## config.mk

```make
export PLATFORM = sky130hd
export DESIGN_NAME = rssi_proximity_auto_lock
export DESIGN_NICKNAME = d
export VERILOG_FILES = /design/src/sv/rpal_pkg.sv /design/src/sv/rssi_proximity_auto_lock.sv /design/src/sv/rpal_row_store.sv /design/src/sv/rpal_update.sv
export VERILOG_INCLUDE_DIRS = /design/src /design/src/sv
export SDC_FILE = /design/constraint.sdc
export NUM_CORES = 1
export LEC_CHECK = 0
export BUFFER_PORTS_ARGS = -buffer_cell sky130_fd_sc_hd__buf_4
export CAP_MARGIN = 5
export CORE_MARGIN = 4
export CORE_UTILIZATION = 35
export CTS_BUF_LIST = sky130_fd_sc_hd__clkbuf_8 sky130_fd_sc_hd__clkbuf_16
export DETAILED_ROUTE_END_ITERATION = 7
export SETUP_SLACK_MARGIN = 0.4
export SYNTH_ARGS = -nofsm -noshare
export SYNTH_HDL_FRONTEND = slang
export SYNTH_SLANG_ARGS = --single-unit
export TNS_END_PERCENT = 50
```

## constraint.sdc

```tcl
create_clock -name clk_i -period 14.6 [get_ports clk_i]
set_input_delay 2.92 -clock clk_i [delete_from_list [all_inputs] [get_ports clk_i]]
set_output_delay 2.92 -clock clk_i [all_outputs]
set_load 0.01 [all_outputs]
```

## src/sv/assert_macros.svh

```systemverilog
// assertion macros used by the top-level rtl file of the proximity auto-lock block
`ifndef ASSERT_MACROS_SVH
`define ASSERT_MACROS_SVH

`ifndef SYNTHESIS
// concurrent check that is switched off while reset is asserted
`define ASSERT_RST(lbl, clk, rst_n, prop, msg) \
  lbl: assert property (@(posedge clk) disable iff (!(rst_n)) prop) else $error(msg);
// concurrent check that also holds during reset
`define ASSERT_ALWAYS(lbl, clk, prop, msg) \
  lbl: assert property (@(posedge clk) prop) else $error(msg);
`else
`define ASSERT_RST(lbl, clk, rst_n, prop, msg)
`define ASSERT_ALWAYS(lbl, clk, prop, msg)
`endif

`endif

```

## src/sv/rpal_pkg.sv

```systemverilog
// types, codes and constants of the proximity auto-lock block
`default_nettype none

package rpal_pkg;

  // default number of connection slots
  localparam int CONNECTIONS_DEF = 16;
  // samples per median window
  localparam int WINDOW = 5;

  // configuration register indexes
  localparam logic [1:0] CFG_IMM_THR  = 2'd0;
  localparam logic [1:0] CFG_FAR_THR  = 2'd1;
  localparam logic [1:0] CFG_HOLD     = 2'd2;

  // configuration reset values
  localparam logic [7:0] IMM_THR_RST = 8'hC4;  // -60
  localparam logic [7:0] FAR_THR_RST = 8'hB0;  // -80
  localparam logic [7:0] HOLD_RST    = 8'd5;

  // lock state codes on the input
  localparam logic [1:0] LOCK_LOCKED   = 2'd0;
  localparam logic [1:0] LOCK_UNLOCKED = 2'd1;

  typedef enum logic [1:0] {
    ZONE_IMMEDIATE = 2'd0,
    ZONE_NEAR      = 2'd1,
    ZONE_FAR       = 2'd2,
    ZONE_NONE      = 2'd3
  } zone_e;

  typedef enum logic [1:0] {
    ACT_NONE   = 2'd0,
    ACT_LOCK   = 2'd1,
    ACT_UNLOCK = 2'd2
  } action_e;

  typedef logic signed [7:0] rssi_t;

  // one connection slot: sample ring plus tracking state
  typedef struct packed {
    logic [WINDOW-1:0][7:0] win;
    logic [2:0]             fill;
    logic [2:0]             pos;
    zone_e                  last_zone;
    logic [7:0]             dwell;
  } row_t;

  // one result item
  typedef struct packed {
    zone_e   zone;
    rssi_t   filt;
    action_e action;
  } res_t;

endpackage

`default_nettype wire

```

## src/sv/rssi_proximity_auto_lock.sv

```systemverilog
// top level of the rssi proximity auto-lock block
//
// Input channel (in_valid_i/in_ready_o) carries one rssi sample per
// transaction with its connection slot, auth flag and current lock state.
// Output channel (out_valid_o/out_ready_i) returns exactly one result per
// input: slot, zone, median-filtered rssi and lock/unlock request.
// Throughput is one transaction per cycle, for any mix of slots, while the
// output is not stalled. A sample is taken into one input stage that also
// reads the slot row from memory, then goes through the median/zone/dwell
// logic into the output register.
// Per-slot state lives in a row memory of CONNECTIONS rows; back-to-back
// samples of the same slot see the row just written through forwarding.
// Reset clears the row valid bits at once, so every slot starts empty with
// no zone; the thresholds and hold return to -60, -80 and 5. No clearing
// pass is needed. When the receiver stalls, the result waits in the output
// register, one more sample is taken into the input stage, and then
// in_ready_o drops until the output drains.
// Configuration writes (cfg_we_i) take effect at once; the user must make
// them only while the block is idle, as the block does not enforce it.
`default_nettype none
`include "assert_macros.svh"

module rssi_proximity_auto_lock #(
  parameter int CONNECTIONS = rpal_pkg::CONNECTIONS_DEF
) (
  input  wire logic       clk_i,
  input  wire logic       rst_ni,
  // configuration write port
  input  wire logic       cfg_we_i,
  input  wire logic [1:0] cfg_idx_i,
  input  wire logic [7:0] cfg_wdata_i,
  // sample input
  input  wire logic       in_valid_i,
  output logic            in_ready_o,
  input  wire logic [3:0] conn_id_i,
  input  wire logic signed [7:0] rssi_sample_i,
  input  wire logic       auth_ok_i,
  input  wire logic [1:0] lock_state_i,
  // result output
  output logic            out_valid_o,
  input  wire logic       out_ready_i,
  output logic [3:0]      conn_out_o,
  output logic [1:0]      zone_o,
  output logic signed [7:0] filtered_rssi_o,
  output logic [1:0]      action_o
);
  import rpal_pkg::*;

  localparam int AW = (CONNECTIONS > 1) ? $clog2(CONNECTIONS) : 1;

  // configuration registers
  rssi_t      imm_thr_q;
  rssi_t      far_thr_q;
  logic [7:0] hold_q;

  // input stage
  logic       a_vld_q;
  logic [3:0] a_conn_q;
  rssi_t      a_sample_q;
  logic       a_auth_q;
  logic [1:0] a_lock_q;

  // output register
  logic       out_vld_q;
  logic [3:0] out_conn_q;
  res_t       out_res_q;

  logic          a_adv;
  logic          in_acc;
  logic          in_rng;
  logic          a_rng;
  logic          wr_en;
  logic [AW+3:0] in_conn_ext;
  logic [AW+3:0] a_conn_ext;
  row_t          rd_row;
  row_t          wr_row;
  res_t          res;

  // handshake: the input stage moves on whenever the output register is free
  assign a_adv      = !out_vld_q || out_ready_i;
  assign in_ready_o = !a_vld_q || a_adv;
  assign in_acc     = in_valid_i && in_ready_o;

  // slot range and row addresses
  assign in_conn_ext = {{AW{1'b0}}, conn_id_i};
  assign a_conn_ext  = {{AW{1'b0}}, a_conn_q};
  assign in_rng      = ({28'd0, conn_id_i} < 32'(CONNECTIONS));
  assign a_rng       = ({28'd0, a_conn_q} < 32'(CONNECTIONS));
  assign wr_en       = a_vld_q && a_adv && a_rng;

  // configuration registers
  always_ff @(posedge clk_i or negedge rst_ni) begin
    if (!rst_ni) begin
      imm_thr_q <= IMM_THR_RST;
      far_thr_q <= FAR_THR_RST;
      hold_q    <= HOLD_RST;
    end else if (cfg_we_i) begin
      unique case (cfg_idx_i)
        CFG_IMM_THR: imm_thr_q <= cfg_wdata_i;
        CFG_FAR_THR: far_thr_q <= cfg_wdata_i;
        CFG_HOLD:    hold_q    <= cfg_wdata_i;
        default: begin
        end
      endcase
    end
  end

  // pipeline valid flags
  always_ff @(posedge clk_i or negedge rst_ni) begin
    if (!rst_ni) begin
      a_vld_q   <= 1'b0;
      out_vld_q <= 1'b0;
    end else begin
      if (in_ready_o) begin
        a_vld_q <= in_valid_i;
      end
      if (a_adv) begin
        out_vld_q <= a_vld_q;
      end
    end
  end

  // pipeline payload
  always_ff @(posedge clk_i) begin
    if (in_acc) begin
      a_conn_q   <= conn_id_i;
      a_sample_q <= rssi_sample_i;
      a_auth_q   <= auth_ok_i;
      a_lock_q   <= lock_state_i;
    end
    if (a_vld_q && a_adv) begin
      out_conn_q <= a_conn_q;
      if (a_rng) begin
        out_res_q <= res;
      end else begin
        out_res_q.zone   <= ZONE_FAR;
        out_res_q.filt   <= a_sample_q;
        out_res_q.action <= ACT_NONE;
      end
    end
  end

  // per-slot row storage
  rpal_row_store #(
    .CONNECTIONS(CONNECTIONS),
    .AW         (AW)
  ) u_store (
    .clk_i    (clk_i),
    .rst_ni   (rst_ni),
    .rd_en_i  (in_acc && in_rng),
    .rd_addr_i(in_conn_ext[AW-1:0]),
    .wr_en_i  (wr_en),
    .wr_addr_i(a_conn_ext[AW-1:0]),
    .wr_row_i (wr_row),
    .rd_row_o (rd_row)
  );

  // filter, zone and dwell logic
  rpal_update u_update (
    .row_i    (rd_row),
    .sample_i (a_sample_q),
    .auth_i   (a_auth_q),
    .lock_i   (a_lock_q),
    .imm_thr_i(imm_thr_q),
    .far_thr_i(far_thr_q),
    .hold_i   (hold_q),
    .row_o    (wr_row),
    .res_o    (res)
  );

  // outputs
  assign out_valid_o     = out_vld_q;
  assign conn_out_o      = out_conn_q;
  assign zone_o          = out_res_q.zone;
  assign filtered_rssi_o = out_res_q.filt;
  assign action_o        = out_res_q.action;

  // checks
  `ASSERT_RST(a_unlock_imm, clk_i, rst_ni, (out_vld_q && (out_res_q.action == ACT_UNLOCK)) |-> (out_res_q.zone == ZONE_IMMEDIATE), "unlock outside immediate zone")
  `ASSERT_RST(a_lock_not_imm, clk_i, rst_ni, (out_vld_q && (out_res_q.action == ACT_LOCK)) |-> (out_res_q.zone != ZONE_IMMEDIATE), "lock in immediate zone")
  `ASSERT_RST(a_zone_known, clk_i, rst_ni, out_vld_q |-> (out_res_q.zone != ZONE_NONE), "result with no zone")
  `ASSERT_RST(a_stage_held, clk_i, rst_ni, (a_vld_q && !a_adv) |=> a_vld_q, "input stage dropped while stalled")
  `ASSERT_ALWAYS(a_no_write_idle, clk_i, wr_en |-> a_vld_q, "row written with no item in flight")

endmodule

`default_nettype wire

```

## src/sv/rpal_row_store.sv

```systemverilog
// per-connection row memory with valid bits and write-to-read forwarding
`default_nettype none

module rpal_row_store #(
  parameter int CONNECTIONS = rpal_pkg::CONNECTIONS_DEF,
  parameter int AW          = 4
) (
  input  wire logic          clk_i,
  input  wire logic          rst_ni,
  input  wire logic          rd_en_i,
  input  wire logic [AW-1:0] rd_addr_i,
  input  wire logic          wr_en_i,
  input  wire logic [AW-1:0] wr_addr_i,
  input  wire rpal_pkg::row_t wr_row_i,
  output rpal_pkg::row_t     rd_row_o
);
  import rpal_pkg::*;

  row_t                   mem [CONNECTIONS];
  row_t                   mem_rd_q;
  row_t                   fwd_row_q;
  logic                   fwd_q;
  logic                   rd_vld_q;
  logic [CONNECTIONS-1:0] row_vld_q;
  logic                   hit;
  row_t                   raw_row;

  // a write to the address being read in the same cycle is forwarded
  assign hit = wr_en_i && (wr_addr_i == rd_addr_i);

  // row memory: one write and one registered read per cycle
  always_ff @(posedge clk_i) begin
    if (wr_en_i) begin
      mem[wr_addr_i] <= wr_row_i;
    end
    if (rd_en_i) begin
      mem_rd_q  <= mem[rd_addr_i];
      fwd_row_q <= wr_row_i;
    end
  end

  // valid bits and read tracking
  always_ff @(posedge clk_i or negedge rst_ni) begin
    if (!rst_ni) begin
      row_vld_q <= '0;
      rd_vld_q  <= 1'b0;
      fwd_q     <= 1'b0;
    end else begin
      if (wr_en_i) begin
        row_vld_q[wr_addr_i] <= 1'b1;
      end
      if (rd_en_i) begin
        rd_vld_q <= row_vld_q[rd_addr_i] || hit;
        fwd_q    <= hit;
      end
    end
  end

  // a row never written reads back with its reset tracking state
  always_comb begin
    raw_row  = fwd_q ? fwd_row_q : mem_rd_q;
    rd_row_o = raw_row;
    if (!rd_vld_q) begin
      rd_row_o.fill      = 3'd0;
      rd_row_o.pos       = 3'd0;
      rd_row_o.last_zone = ZONE_NONE;
      rd_row_o.dwell     = 8'd0;
    end
  end

endmodule

`default_nettype wire

```

## src/sv/rpal_update.sv

```systemverilog
// ring update, median of five, zone classification and dwell/action logic
`default_nettype none

module rpal_update (
  input  wire rpal_pkg::row_t  row_i,
  input  wire rpal_pkg::rssi_t sample_i,
  input  wire logic            auth_i,
  input  wire logic [1:0]      lock_i,
  input  wire rpal_pkg::rssi_t imm_thr_i,
  input  wire rpal_pkg::rssi_t far_thr_i,
  input  wire logic [7:0]      hold_i,
  output rpal_pkg::row_t       row_o,
  output rpal_pkg::res_t       res_o
);
  import rpal_pkg::*;

  logic [2:0]             p;
  logic [2:0]             fill_n;
  logic [7:0]             dwell_n;
  logic [WINDOW-1:0][7:0] win;
  logic [2:0]             rank [WINDOW];
  rssi_t                  med;
  zone_e                  zone;

  // write the sample into the ring and advance pointer and fill count
  always_comb begin
    p      = (row_i.pos >= 3'(WINDOW)) ? 3'd0 : row_i.pos;
    win    = row_i.win;
    win[p] = sample_i;
    fill_n = (row_i.fill < 3'(WINDOW)) ? row_i.fill + 3'd1 : row_i.fill;
  end

  // median by rank: ties broken by position so exactly one entry has rank two
  always_comb begin
    for (int i = 0; i < WINDOW; i++) begin
      rank[i] = 3'd0;
      for (int j = 0; j < WINDOW; j++) begin
        if (j != i) begin
          if (($signed(win[j]) < $signed(win[i])) || ((win[j] == win[i]) && (j < i))) begin
            rank[i] = rank[i] + 3'd1;
          end
        end
      end
    end
    med = rssi_t'(win[0]);
    for (int i = 0; i < WINDOW; i++) begin
      if (rank[i] == 3'(WINDOW / 2)) begin
        med = rssi_t'(win[i]);
      end
    end
  end

  // zone against the two thresholds
  always_comb begin
    priority if (med > imm_thr_i) begin
      zone = ZONE_IMMEDIATE;
    end else if (med > far_thr_i) begin
      zone = ZONE_NEAR;
    end else begin
      zone = ZONE_FAR;
    end
  end

  // dwell tracking and lock action
  always_comb begin
    row_o       = row_i;
    row_o.win   = win;
    row_o.fill  = fill_n;
    row_o.pos   = (p == 3'(WINDOW - 1)) ? 3'd0 : p + 3'd1;
    res_o.zone   = ZONE_FAR;
    res_o.filt   = sample_i;
    res_o.action = ACT_NONE;
    dwell_n      = (row_i.dwell < hold_i) ? row_i.dwell + 8'd1 : row_i.dwell;
    if (fill_n >= 3'(WINDOW)) begin
      res_o.zone = zone;
      res_o.filt = med;
      if (auth_i) begin
        if (zone == row_i.last_zone) begin
          row_o.dwell = dwell_n;
          if (dwell_n == hold_i) begin
            if ((zone == ZONE_IMMEDIATE) && (lock_i == LOCK_LOCKED)) begin
              res_o.action = ACT_UNLOCK;
            end else if ((zone != ZONE_IMMEDIATE) && (lock_i == LOCK_UNLOCKED)) begin
              res_o.action = ACT_LOCK;
            end
          end
        end else begin
          row_o.last_zone = zone;
          row_o.dwell     = 8'd0;
        end
      end
    end
  end

endmodule

`default_nettype wire
```

==> metrics.txt <==
status finished with violations; failing checks capacitance limit; Slew headroom 0.0187; core outline area 0.129 sq mm; Worst EP arrival 12.43 ns; top cell type's share of synthesized area 0.684; Critical-path top delay cell dfrtp_4; initial antenna violation count 8; Max Fclk 0.0826 GHz; CP most frequent cell a21oi_1; global route total overflow 0; Die Wd 369 um; Starting Density 0.352; Initial DRT Pass Iterations 5; minimum clock period 12.10 ns; Nets 2639; largest net degree at the start of global routing 102; Worst Setup End Kind register; slowest stage delay, CP 0.96 ns; EDFF count, synth 1039; post-synthesis sequential area ratio 0.709; synth top area cells edfxtp_1 (68%), mux4_2 (14%), ha_1 (2.6%); # resized after CTS 0; ANT nets after route 0; 1st-iter DRT viols 2631; Crit Path Max Fanout 54; hold buffers post-CTS 0; Post-Route WL 117000 um; RSZ-0062 raised after global routing no; Die H 369 um; yosys warns 0; die area 0.136 sq mm; Seq cells post-synth 1083; postcts setup bufs 0; DP HPWL 69200 um; num rows 132; clk slew on worst S/H paths 0.06 ns; post-synthesis cell type count 87; leak pwr 17.0 nW; Primary FF master, synth edfxtp_1; Startpoint Class register; Worst Hold Path Cells 1; Mapped Area 0.0456 sq mm; Max clock buf depth 3; drt drc 0; PortBufs 47; Clock Skew 0.0281 ns; top cells by count, synth edfxtp_1 (1039), mux4_2 (287), ha_1 (96), nor2_1 (82), nand2_1 (81); Layout area overhead 13.9%; drt via density 5.50; CTS root buf clkbuf_16; CP Launch Point u_store.fwd_q$_DFFE_PN0P_; first-pass GRT wire length 170000 um; Total GRT Usage 0.171; Reg2Reg Depth 36; gpl congestion 0.977; Setup Viol. Count Final 0; PD cells 159 mW/mm^2; flop2flop setup slack 2.50 ns; MaxCap Viol Count 1; count of final max-slew check failures 0; Hold Crit Class register to register; number of global-route vias before repair 24418; # clock sinks 1083; worst hold-check slack 0.467 ns; cell with the most instances after synthesis edfxtp_1; RR Startpoint u_store.fwd_q$_DFFE_PN0P_; syn nets 2501; total CTS buffers 109; share of layout cells above drive strength 1 0.262; routed vias 23897; Mapped Avg Cell Area 19.2 sq um; synthesized instance count 2375; Synth area leader edfxtp_1; CTS tree built; Routed wire per std cell 26.9 um; peak supply drop 0.0959 mV; final setup TNS 0 ns; CP Data Required Time 14.93 ns; Min-Delay Startpoint u_store.row_vld_q[5]$_DFFE_PN0P_; Async S/R FF share, synth 0.0406; worst slew pin tran 1.43 ns; Final period util 0.829; I/O pin total 48; layout filler cell count 11474; later-pin clock latency in the skew report 0.70 ns; CP Class register to register; Hold Violations, Final 0; H-tree Lvls 3
-- metrics by stage --
stage           util  total power [mW]  instance area, sq um  setup slack (ns)  std cells
2_1_floorplan      -              4.99                 45600              4.38       2375
3_3_place_gp   0.374              5.53                 48400              3.06       4140
3_5_place_dp   0.374              5.58                 48400              2.53       4140
4_1_cts        0.401              8.30                 51900              2.48       4341
5_1_grt        0.401              8.65                 51900              1.43       4345
6_report       0.401              8.28                 51900              2.50       4346
-- final timing paths --
kind / endpoint
setup / recovery: u_store.mem[14][5]$_DFFE_PP_
hold reg to reg: u_store.row_vld_q[5]$_DFFE_PN0P_
max in group asynchronous: u_store.fwd_q$_DFFE_PN0P_
setup reg to reg: u_store.mem[14][5]$_DFFE_PP_
hold / removal: u_store.row_vld_q[5]$_DFFE_PN0P_
min in group asynchronous: a_vld_q$_DFFE_PN0N_
-- registers in the layout (all words and copies together), names as in the netlist, 4 cells and up --
name and flops:
u_store.mem 896, u_store.fwd_row_q 56, u_store.mem_rd_q 56, u_store.row_vld_q 16, a_sample_q 8, far_thr_q 8
filtered_rssi_o 8, hold_q 8, imm_thr_q 8, a_conn_q 4, conn_out_o 4
-- metal layers --
metal  GRT usage  vias to the layer above  part of all wire
met5           0                        -                 0
met4      0.0496                        0             0.025
met3      0.0278                      179             0.065
met2       0.274                      872              0.48
met1       0.241                    12802              0.43
li1            -                    10044                 -
-- cells in the final DEF, fill, tap and decap left out, types with 14 or more instances in the layout --
cell type and instances:
clkbuf_16 114, buf_4 121, nand2b_1 22, o21ai_0 46, clkinv_2 17, ha_1 96, and3_1 14, mux4_2 287
nand3_1 18, nor3_1 22, dfrtp_1 35, or2_2 20, xnor2_1 34, edfxtp_1 1039, nor2_1 70, clkinv_1 32
mux2i_1 46, a21oi_1 59, mux2_2 46, nand2_1 81, inv_1 92
-- worst max-delay path: cells and delay by family (launching register included) --
family	cells	cell delay [ns]
muxes	3	1.97
AOI/OAI and AO/OA	18	5.01
DFF	1	0.96
buffers and inverters	2	0.73
adders and majority gates	3	1.01
and+or+nand+nor	10	1.99
-- power by group --
group,switching [mW],internal (mW)
logic,1.15,0.683
registers,0.0663,3.66
clock network,1.15,1.56
total,2.37,5.91
-- kinds of logic (layout without fill, tap and decap cells) --
family	after synthesis	after routing	synth area share
AOI/OAI and AO/OA	253	253	0.0381
xor gates and xnor gates	36	36	0.00692
adders and majority gates	97	97	0.0266
buffers and inverters	179	407	0.0156
DFF	1083	1083	0.709
muxes	387	387	0.166
other	0	1	0
and+or+nand+nor	340	340	0.0381
-- final cells by class --
type                            instances  area (sq um)  share of cell area
Sequential cell                      1083         32300               0.622
Multi-Input combinational cell       1113         12700               0.244
Clock buffer                          114          2850              0.0549
Tap cell                             1742          2180              0.0420
Timing Repair Buffer                  123           938              0.0181
Clock inverter                         87           653              0.0126
Inverter                               83           317             0.00610
Antenna cell                            1          2.50           0.0000482
(Power assumes the default switching activity.)
